**config.mk**
```make
export PLATFORM = sky130hd
export DESIGN_NAME = dv48_stage
export DESIGN_NICKNAME = d
export VERILOG_FILES = /design/src/rtl/divide_48_by_32_with_remainder_assert.svh /design/src/rtl/dv48_pkg.sv /design/src/rtl/dv48_stage.sv
export SDC_FILE = /design/constraint.sdc
export NUM_CORES = 1
export LEC_CHECK = 0
export BUFFER_PORTS_ARGS = -buffer_cell sky130_fd_sc_hd__buf_2
export CAP_MARGIN = 40
export CELL_PAD_IN_SITES_DETAIL_PLACEMENT = 2
export CELL_PAD_IN_SITES_GLOBAL_PLACEMENT = 2
export CORE_AREA = 2 2 172 174
export CTS_BUF_LIST = sky130_fd_sc_hd__clkbuf_4
export DETAILED_ROUTE_END_ITERATION = 12
export DIE_AREA = 0 0 174 176
export PLACE_DENSITY = 0.84
export SLEW_MARGIN = 20
export SYNTH_ARGS = -nofsm -noshare
export SYNTH_HDL_FRONTEND = slang
export SYNTH_SLANG_ARGS = --single-unit
```
**constraint.sdc**
```tcl
create_clock -name clk -period 18.1 [get_ports clk]
set_clock_uncertainty 0.05 [all_clocks]
set_input_delay 1.81 -clock clk [delete_from_list [all_inputs] [get_ports clk]]
set_output_delay 1.81 -clock clk [all_outputs]
set_load 0.1 [all_outputs]
```
**src/rtl/divide_48_by_32_with_remainder_assert.svh**
```systemverilog
// Assertion macros for the 48-by-32 divider.
`ifndef DIVIDE_48_BY_32_WITH_REMAINDER_ASSERT_SVH
`define DIVIDE_48_BY_32_WITH_REMAINDER_ASSERT_SVH

`ifndef SYNTH
`define DV48_ASSERT_IMPLIES(label, ante, cons) \
  label: assert property (@(posedge clk) disable iff (rst) (ante) |-> (cons)) \
    else $error("divider assertion failed");
`define DV48_ASSERT_DELAY(label, ante, n, cons) \
  label: assert property (@(posedge clk) disable iff (rst) (ante) |-> ##n (cons)) \
    else $error("divider latency assertion failed");
`else
`define DV48_ASSERT_IMPLIES(label, ante, cons)
`define DV48_ASSERT_DELAY(label, ante, n, cons)
`endif

`endif

```
**src/rtl/dv48_pkg.sv**
```systemverilog
// Package with types and constants for the 48-by-32 divider.
package dv48_pkg;

  localparam int WORD_W             = 32;
  localparam int HIGH_W             = 16;
  localparam int QUOT_W             = 48;
  localparam int DIVIDEND_WIDTH_DEF = 48;
  localparam int BITS_PER_STAGE     = 4;

  typedef struct packed {
    logic [WORD_W-1:0] dividend_low;
    logic [HIGH_W-1:0] dividend_high;
    logic [WORD_W-1:0] divisor;
  } dv48_req_t;

  typedef struct packed {
    logic [QUOT_W-1:0] quotient;
    logic [WORD_W-1:0] remainder;
    logic              divide_by_zero;
  } dv48_rsp_t;

  typedef struct packed {
    logic valid;
    logic dbz;
  } dv48_ctl_t;

endpackage

```
**src/rtl/dv48_stage.sv**
```systemverilog
// One pipeline stage of the restoring divider: a few quotient bits per cycle.
module dv48_stage import dv48_pkg::*; #(
  parameter int DQ_W = DIVIDEND_WIDTH_DEF
) (
  input  logic              clk,
  input  logic              rst,
  input  dv48_ctl_t         ctl_in,
  input  logic [WORD_W-1:0] rem_in,
  input  logic [WORD_W-1:0] div_in,
  input  logic [DQ_W-1:0]   dq_in,
  output dv48_ctl_t         ctl_out,
  output logic [WORD_W-1:0] rem_out,
  output logic [WORD_W-1:0] div_out,
  output logic [DQ_W-1:0]   dq_out
);

  logic [WORD_W-1:0] rem_next;
  logic [DQ_W-1:0]   dq_next;
  logic [WORD_W:0]   trial;
  logic [WORD_W:0]   diff;

  always_comb begin
    rem_next = rem_in;
    dq_next  = dq_in;
    trial    = '0;
    diff     = '0;
    for (int i = 0; i < BITS_PER_STAGE; i++) begin
      trial   = {rem_next, dq_next[DQ_W-1]};
      dq_next = {dq_next[DQ_W-2:0], 1'b0};
      if (trial >= {1'b0, div_in}) begin
        diff       = trial - {1'b0, div_in};
        rem_next   = diff[WORD_W-1:0];
        dq_next[0] = 1'b1;
      end else begin
        rem_next = trial[WORD_W-1:0];
      end
    end
  end

  always_ff @(posedge clk) begin
    if (rst) begin
      ctl_out.valid <= 1'b0;
    end else begin
      ctl_out.valid <= ctl_in.valid;
    end
    ctl_out.dbz <= ctl_in.dbz;
    rem_out     <= rem_next;
    div_out     <= div_in;
    dq_out      <= dq_next;
  end

endmodule

```
* Word-level counts from Yosys, hierarchy flattened *
Cells that the tools add are included.

storage, ports and cells
  register bits = 114
  bits of input ports = 116
  output and inout bits = 114
  logic and storage cells = 21

operators by class
  add/sub/neg operators = 4
  magnitude comparators = 4
  mux-type cells = 8

operators with widths
  cell              count
  $ge A33 B32 Y1    4
  $mux W32          4
  $sub A32 B32 Y32  4
  $mux W1           4

* Depth between registers and ports, before layout *
Gate-level depths: netlist (run 1).

  depth after elaboration = 8
  depth in mapped cells = 60
  depth with buffers taken out = 50

* Worst setup path after synthesis (run 1) *
OpenSTA, ideal clock, no wires.

  path kind = in2reg
  start point = in div_in[8]
  end point = reg rem_out[23]
  library setup time = 0.121 ns
  arrival = 12.576 ns
  required time = 17.929 ns
  setup slack = 5.352 ns
  stages = 54
  path buffers = 8
  cells stage by stage = inv_1 ha_1 a211o_1 o22ai_1 nor2_2 nand4_1 a41o_1 o21ba_1 o31a_1 inv_1 buf_1 mux2_2 ha_1 nand2_1 or3_1 a211o_1 a211o_1 a211oi_2 (+18 left out) buf_2 mux2_2 ha_1 clkbuf_1 a21oi_1 o21bai_1 a21o_1 a21oi_1 a21oi_1 a21o_1 nand2_1 a31oi_1 a2111oi_0 o21ai_0 a211o_1 buf_6 buf_8 mux2_4

between the ends
  word-level cells in the longest chain between the ends = 8
  elaborated cells between the ends (all ways) = 12
  classes of those cells = add/sub: 4; order compare: 4; mux: 4

RTL lines
  what                                                line                                text
  start: declaration                                  dv48_stage.sv:9                     input logic [WORD_W-1:0] div_in,
  $sub A32 B32 Y32 or $ge A33 B32 Y1 (tied branches)  dv48_stage.sv:31, dv48_stage.sv:30
  $mux W32                                            dv48_stage.sv:30                    if (trial >= {1'b0, div_in}) begin
  $sub A32 B32 Y32 or $ge A33 B32 Y1 (tied branches)  dv48_stage.sv:31, dv48_stage.sv:30
  $mux W32                                            dv48_stage.sv:30
  $sub A32 B32 Y32 or $ge A33 B32 Y1 (tied branches)  dv48_stage.sv:31, dv48_stage.sv:30
  $mux W32                                            dv48_stage.sv:30
  $sub A32 B32 Y32 or $ge A33 B32 Y1 (tied branches)  dv48_stage.sv:31, dv48_stage.sv:30
  $mux W32 *                                          dv48_stage.sv:30
  net rem_next[23]                                    dv48_stage.sv:17                    logic [WORD_W-1:0] rem_next;
  end signal: assignment                              dv48_stage.sv:47                    rem_out <= rem_next;
  end: declaration                                    dv48_stage.sv:12                    output logic [WORD_W-1:0] rem_out,

Mark *: on every way through the listed nets, which the timed path passes. The rest lies on a longest branch.
A chain may end at the register's enable or synchronous reset.

* Final worst setup path (run 1) *
  start point = in div_in[1]
  end point = reg rem_out[2]

between the ends
  word-level cells in the longest chain between the ends = 8
  elaborated cells between the ends (all ways) = 12
  classes of those cells = add/sub: 4; order compare: 4; mux: 4

RTL lines
  what                                                line
  $sub A32 B32 Y32 or $ge A33 B32 Y1 (tied branches)  dv48_stage.sv:31, dv48_stage.sv:30
  $mux W32                                            dv48_stage.sv:30
  $sub A32 B32 Y32 or $ge A33 B32 Y1 (tied branches)  dv48_stage.sv:31, dv48_stage.sv:30
  $mux W32                                            dv48_stage.sv:30
  $ge A33 B32 Y1 or $sub A32 B32 Y32 (tied branches)  dv48_stage.sv:30, dv48_stage.sv:31
  $mux W32                                            dv48_stage.sv:30
  $sub A32 B32 Y32 or $ge A33 B32 Y1 (tied branches)  dv48_stage.sv:31, dv48_stage.sv:30
  $mux W32 *                                          dv48_stage.sv:30
  net rem_next[2]                                     dv48_stage.sv:17

Marked as above.

==> impl_metrics.env, run 1 <==
export IMPL_final_common_cell="buf_2"
export IMPL_ys_seq_area_frac=0.224
export IMPL_cts_resized=0
export IMPL_hold_buffers=0
export IMPL_clock_fmax_mhz=62.0
export IMPL_yosysWarningCount=0
export IMPL_drt_wl_total_um=42500
export IMPL_grt_start_max_net_pins=39
export IMPL_io_pin_count=230
export IMPL_antenna_diode_count=0
export IMPL_cts_setup_buffers=0
export IMPL_worstPathRequired_ns=18.53
export IMPL_drc_errors=0
export IMPL_fillerInstances=3380
export IMPL_avgSynthCellArea_sq_um=8.60
export IMPL_grtUsageTotal=0.274
export IMPL_final_util=0.421
export IMPL_place_inst=1780
export IMPL_slew_headroom=0.456
export IMPL_critPathMaxStageDelay_ns=0.66
export IMPL_path_buf_inv=7
export IMPL_path_clk_slew_ns=0.16
export IMPL_end_kind="flop"
export IMPL_syn_area_sq_um=10200
export IMPL_antenna_found_initial=0
export IMPL_drv_cap=0
export IMPL_htreeDepth=4
export IMPL_synthArstFlopShare=0
export IMPL_cp_top_family="compound AO/OA/AOI/OAI gates"
export IMPL_worstSetupPathType="input pin to flop"
export IMPL_post_drt_wl_per_cell_um=23.4
export IMPL_worstPathArrival_ns=16.57
export IMPL_chipHeight_um=176
export IMPL_start_kind="input pin"
export IMPL_synth_seq_cells=114
export IMPL_drtIter0Drc=443
export IMPL_clock_sinks=114
export IMPL_core_sq_um=28500
export IMPL_io_buffer_count=229
export IMPL_grt_overflow=0
export IMPL_hold_viol=0
export IMPL_synth_ff_type="dfxtp_1"
export IMPL_drt_pass1_iter_count=5
export IMPL_nNetsFinal=1663
export IMPL_worst_pin_slew_ns=0.815
export IMPL_worstHoldPathType="input pin to flop"
export IMPL_fin_crit_ns=16.14
export IMPL_die_w_um=174
export IMPL_numCtsBuffers=17
export IMPL_multi_input_comb_area_sq_um=7460
export IMPL_gp_congestion=0.875
export IMPL_rows=62
export IMPL_dieArea_sq_um=30600
export IMPL_drv_slew=0
export IMPL_area_growth_pct=18.0
export IMPL_cts_root_buf="clkbuf_4"
export IMPL_finalCritPeriodShare=0.891
export IMPL_critPathMaxFanout=38
export IMPL_dp_hpwl_um=32800
export IMPL_ant_nets=0
export IMPL_num_vias=10200
export IMPL_grt_pass1_vias=11400
export IMPL_initial_core_util=0.357
export IMPL_critPathSlowestCell="inv_2"
export IMPL_drive_gt1_frac=0.258
export IMPL_cts_tree="built"
export IMPL_rsz0062_at_grt="false"
export IMPL_syn_nets=1433
export IMPL_yosysUniqueCellTypes=68
export IMPL_cp_num_cells=50
export IMPL_finalSetupViolCount=0
export IMPL_via_per_inst=5.61
export IMPL_holdPathStages=1
export IMPL_clock_path_buffers=2
export IMPL_outcome="finished clean"
export IMPL_mostFrequentLayoutCells="229 x buf_2, 140 x a21oi_1, 128 x ha_1"
export IMPL_cpMostUsedCell="ha_1"
export IMPL_syn_inst=1185
export IMPL_seqCellArea_sq_um=2280
export IMPL_grt_pass1_wl_um=65800
export IMPL_setup_tns_final_ns=0
export IMPL_synth_edf_count=0
export IMPL_fin_cells=1812
final cells by class:
class,count,area share
tap,384,0.0399
clock buffer,18,0.0112
sequential,114,0.190
multi-input combinational,974,0.620
inverter,76,0.0237
clock inverter,14,0.0169
timing repair buffer,232,0.0982
sequential cells by signal, indices dropped and copies added, names as in the netlist:
register / count
rem_out: 32
div_out: 32
ctl_out: 2
dq_out: 48
worst paths after layout:
| check | from | to | slack [ns] |
|---|---|---|---|
| min | dq_in[42] | dq_out[46] | 1.24 |
| max | div_in[1] | rem_out[2] | 1.96 |
cell usage after synthesis, types with 9 or more instances:
master      n  area share
xor2_1     24       0.021
nor2b_1    12      0.0074
ha_1      128        0.16
and3_1      9      0.0055
o21a_1     18       0.013
dfxtp_1   114        0.22
a211o_1    10      0.0086
mux2_4     29       0.043
nand2_1    61       0.022
inv_1      75       0.028
o21bai_1   26       0.019
o21ai_0    57       0.028
nand3_1    27       0.013
a21o_1     44       0.032
nor2_1     75       0.028
nand2b_1   10      0.0061
a211oi_1   11      0.0081
nand4_1    20       0.012
a21oi_1   140       0.069
mux2_2     63       0.070
nor3_1     18      0.0088
xnor2_1    84       0.072
metal layers:
metal / vias up / wire length (um) / GRT usage
met2: 299 / 21800 / 0.508
met3: 116 / 1690 / 0.0474
met4: 0 / 1730 / 0.113
met1: 4967 / 17200 / 0.311
li1: 4791 / - / -
met5: - / 0 / 0
stage by stage:
| step | hold WS (ns) | area [sq um] | setup WS (ns) |
|---|---|---|---|
| after floorplan | 1.79 | 10200 | 5.35 |
| after global placement | 1.86 | 11700 | 2.72 |
| after detailed placement | 1.86 | 11700 | 2.15 |
| after CTS | 1.22 | 12000 | 2.20 |
| after global routing | 1.23 | 12000 | 1.11 |
| final | 1.24 | 12000 | 1.96 |
kinds of logic after synthesis:
family	share of synthesized area
compound gates	0.229
xor+xnor	0.0928
fa+ha+maj	0.165
buf+inv	0.0441
flops	0.224
mux	0.122
simple gates	0.124
Power of run 1 is left out: the tool's default activity adds up to more than one toggle a clock period on the data nets, which glitch-free logic cannot reach.
==> run 2, diff against run 1 <==
==> constraint.sdc (replaced) <==
create_clock -name clk -period 18.1 [get_ports clk]
set_clock_uncertainty 0.05 [all_clocks]
set_input_delay 3.62 -clock clk [delete_from_list [all_inputs] [get_ports clk]]
set_output_delay 3.62 -clock clk [all_outputs]
set_load 0.1 [all_outputs]
==> run 2 against run 1 <==
Cell count grew 0.11%. First-iteration DRC count down 18%. Worst setup slack got worse by 0.75 ns. Core utilization is 0.083 points lower. Design area down 0.20%. Maximum frequency shrank 4.4%. Non-clock buffer count is 2 higher. Critical path depth fell by 2. Sequential cell count is the same. Sequential share of layout area about the same. Clock-buffer cell count stayed put.
==> impl_metrics.env, run 2 (same netlist as run 1, synthesis figures left out) <==
export IMPL_cts_setup_buffers=0
export IMPL_drt_wl_total_um=40500
export IMPL_post_drt_wl_per_cell_um=22.3
export IMPL_worstPathArrival_ns=17.28
export IMPL_finalCritPeriodShare=0.933
export IMPL_drv_cap=0
export IMPL_num_vias=10100
export IMPL_grt_met2_usage=0.486
export IMPL_critPathSlowestCell="a211o_2"
export IMPL_antenna_found_initial=0
export IMPL_grt_pass1_vias=11000
export IMPL_antenna_diode_count=0
export IMPL_nNetsFinal=1665
export IMPL_area_growth_pct=17.8
export IMPL_hold_end="dq_out[11]"
export IMPL_end_kind="flop"
export IMPL_hold_buffers=0
export IMPL_path_buf_inv=6
export IMPL_clock_fmax_mhz=59.2
export IMPL_path_clk_slew_ns=0.15
export IMPL_grt_met1_usage=0.301
export IMPL_dieArea_sq_um=30600
export IMPL_setup_tns_final_ns=0
export IMPL_gp_congestion=0.872
export IMPL_start_kind="input pin"
export IMPL_cts_tree="built"
export IMPL_chipHeight_um=176
export IMPL_cp_top_family="compound AO/OA/AOI/OAI gates"
export IMPL_largest_register="dq_out"
export IMPL_rsz0062_at_grt="false"
export IMPL_whs_ns=3.07
export IMPL_busiest_layer="met2"
export IMPL_initial_core_util=0.357
export IMPL_ant_nets=0
export IMPL_mostFrequentLayoutCells="229 x buf_2, 140 x a21oi_1, 128 x ha_1"
export IMPL_core_sq_um=28500
export IMPL_grt_pass1_wl_um=62400
export IMPL_grtUsageMet3=0.0420
export IMPL_htreeDepth=4
export IMPL_drv_slew=0
export IMPL_critPathMaxStageDelay_ns=0.55
export IMPL_holdPathStages=1
export IMPL_critPathMaxFanout=22
export IMPL_top_regs="dq_out x48, div_out x32, rem_out x32"
export IMPL_fin_crit_ns=16.88
export IMPL_worstSetupPathType="input pin to flop"
export IMPL_hold_viol=0
export IMPL_grtUsageTotal=0.261
export IMPL_drtIter0Drc=362
export IMPL_io_pin_count=230
export IMPL_numCtsBuffers=17
export IMPL_worstPathRequired_ns=18.49
export IMPL_outcome="finished clean"
export IMPL_cts_root_buf="clkbuf_4"
export IMPL_worstHoldPathType="input pin to flop"
export IMPL_finalSetupViolCount=0
export IMPL_worst_pin_slew_ns=0.707
export IMPL_cpMostUsedCell="ha_1"
export IMPL_via_per_inst=5.54
export IMPL_drive_gt1_frac=0.258
export IMPL_slew_headroom=0.525
export IMPL_largest_reg_flops=48
export IMPL_grt_overflow=0
export IMPL_cts_resized=0
export IMPL_clock_sinks=114
export IMPL_io_buffer_count=229
export IMPL_min_from="dq_in[7]"
export IMPL_drt_pass1_iter_count=5
export IMPL_dp_hpwl_um=32500
export IMPL_drc_errors=0
export IMPL_final_common_cell="buf_2"
export IMPL_rows=62
export IMPL_clock_path_buffers=2
export IMPL_grt_start_max_net_pins=27
export IMPL_die_w_um=174
run 2: cell count changes in the layout (fill, tap and decap cells not counted), sizes merged:
cell and delta:
bufinv -1, buf +2, inv -2, clkinv +2
clkinvlp +1
run 2: per-layer routing:
metal	wire length, um	part of all wire
met5	0	0
met2	20800	0.51
met4	1390	0.034
met1	16800	0.42
met3	1490	0.037
run 2: final cells by class:
cell class,instances,area [sq um]
tap,384,480
clock inverter,14,164
clock buffer,18,135
inverter,76,285
fill,3321,16500
sequential,114,2280
timing repair buffer,234,1200
multi-input combinational,974,7460
run 2: how the worst max path moves through the flow:
stage / depth (start not counted) / slack (ns) / endpoint / from
floorplan: 54 / 3.54 / rem_out[23] / div_in[8]
global placement: 47 / 1.56 / rem_out[1] / div_in[15]
detailed placement: 48 / 1.05 / rem_out[2] / div_in[15]
CTS: 48 / 1.40 / rem_out[22] / div_in[15]
global route: 48 / 0.43 / rem_out[1] / div_in[15]
finish: 48 / 1.22 / rem_out[22] / div_in[15]
run 2: per-stage QoR:
| stage | cells | util | instance area (sq um) | setup WS (ns) |
|---|---|---|---|---|
| finish | 1814 | 0.420 | 12000 | 1.22 |
| global route | 1814 | 0.420 | 12000 | 0.431 |
| CTS | 1814 | 0.420 | 12000 | 1.40 |
| detailed placement | 1782 | 0.410 | 11700 | 1.05 |
| global placement | 1781 | 0.409 | 11700 | 1.56 |
| floorplan | 1185 | - | 10200 | 3.54 |
Power of run 2 is left out for the same reason.
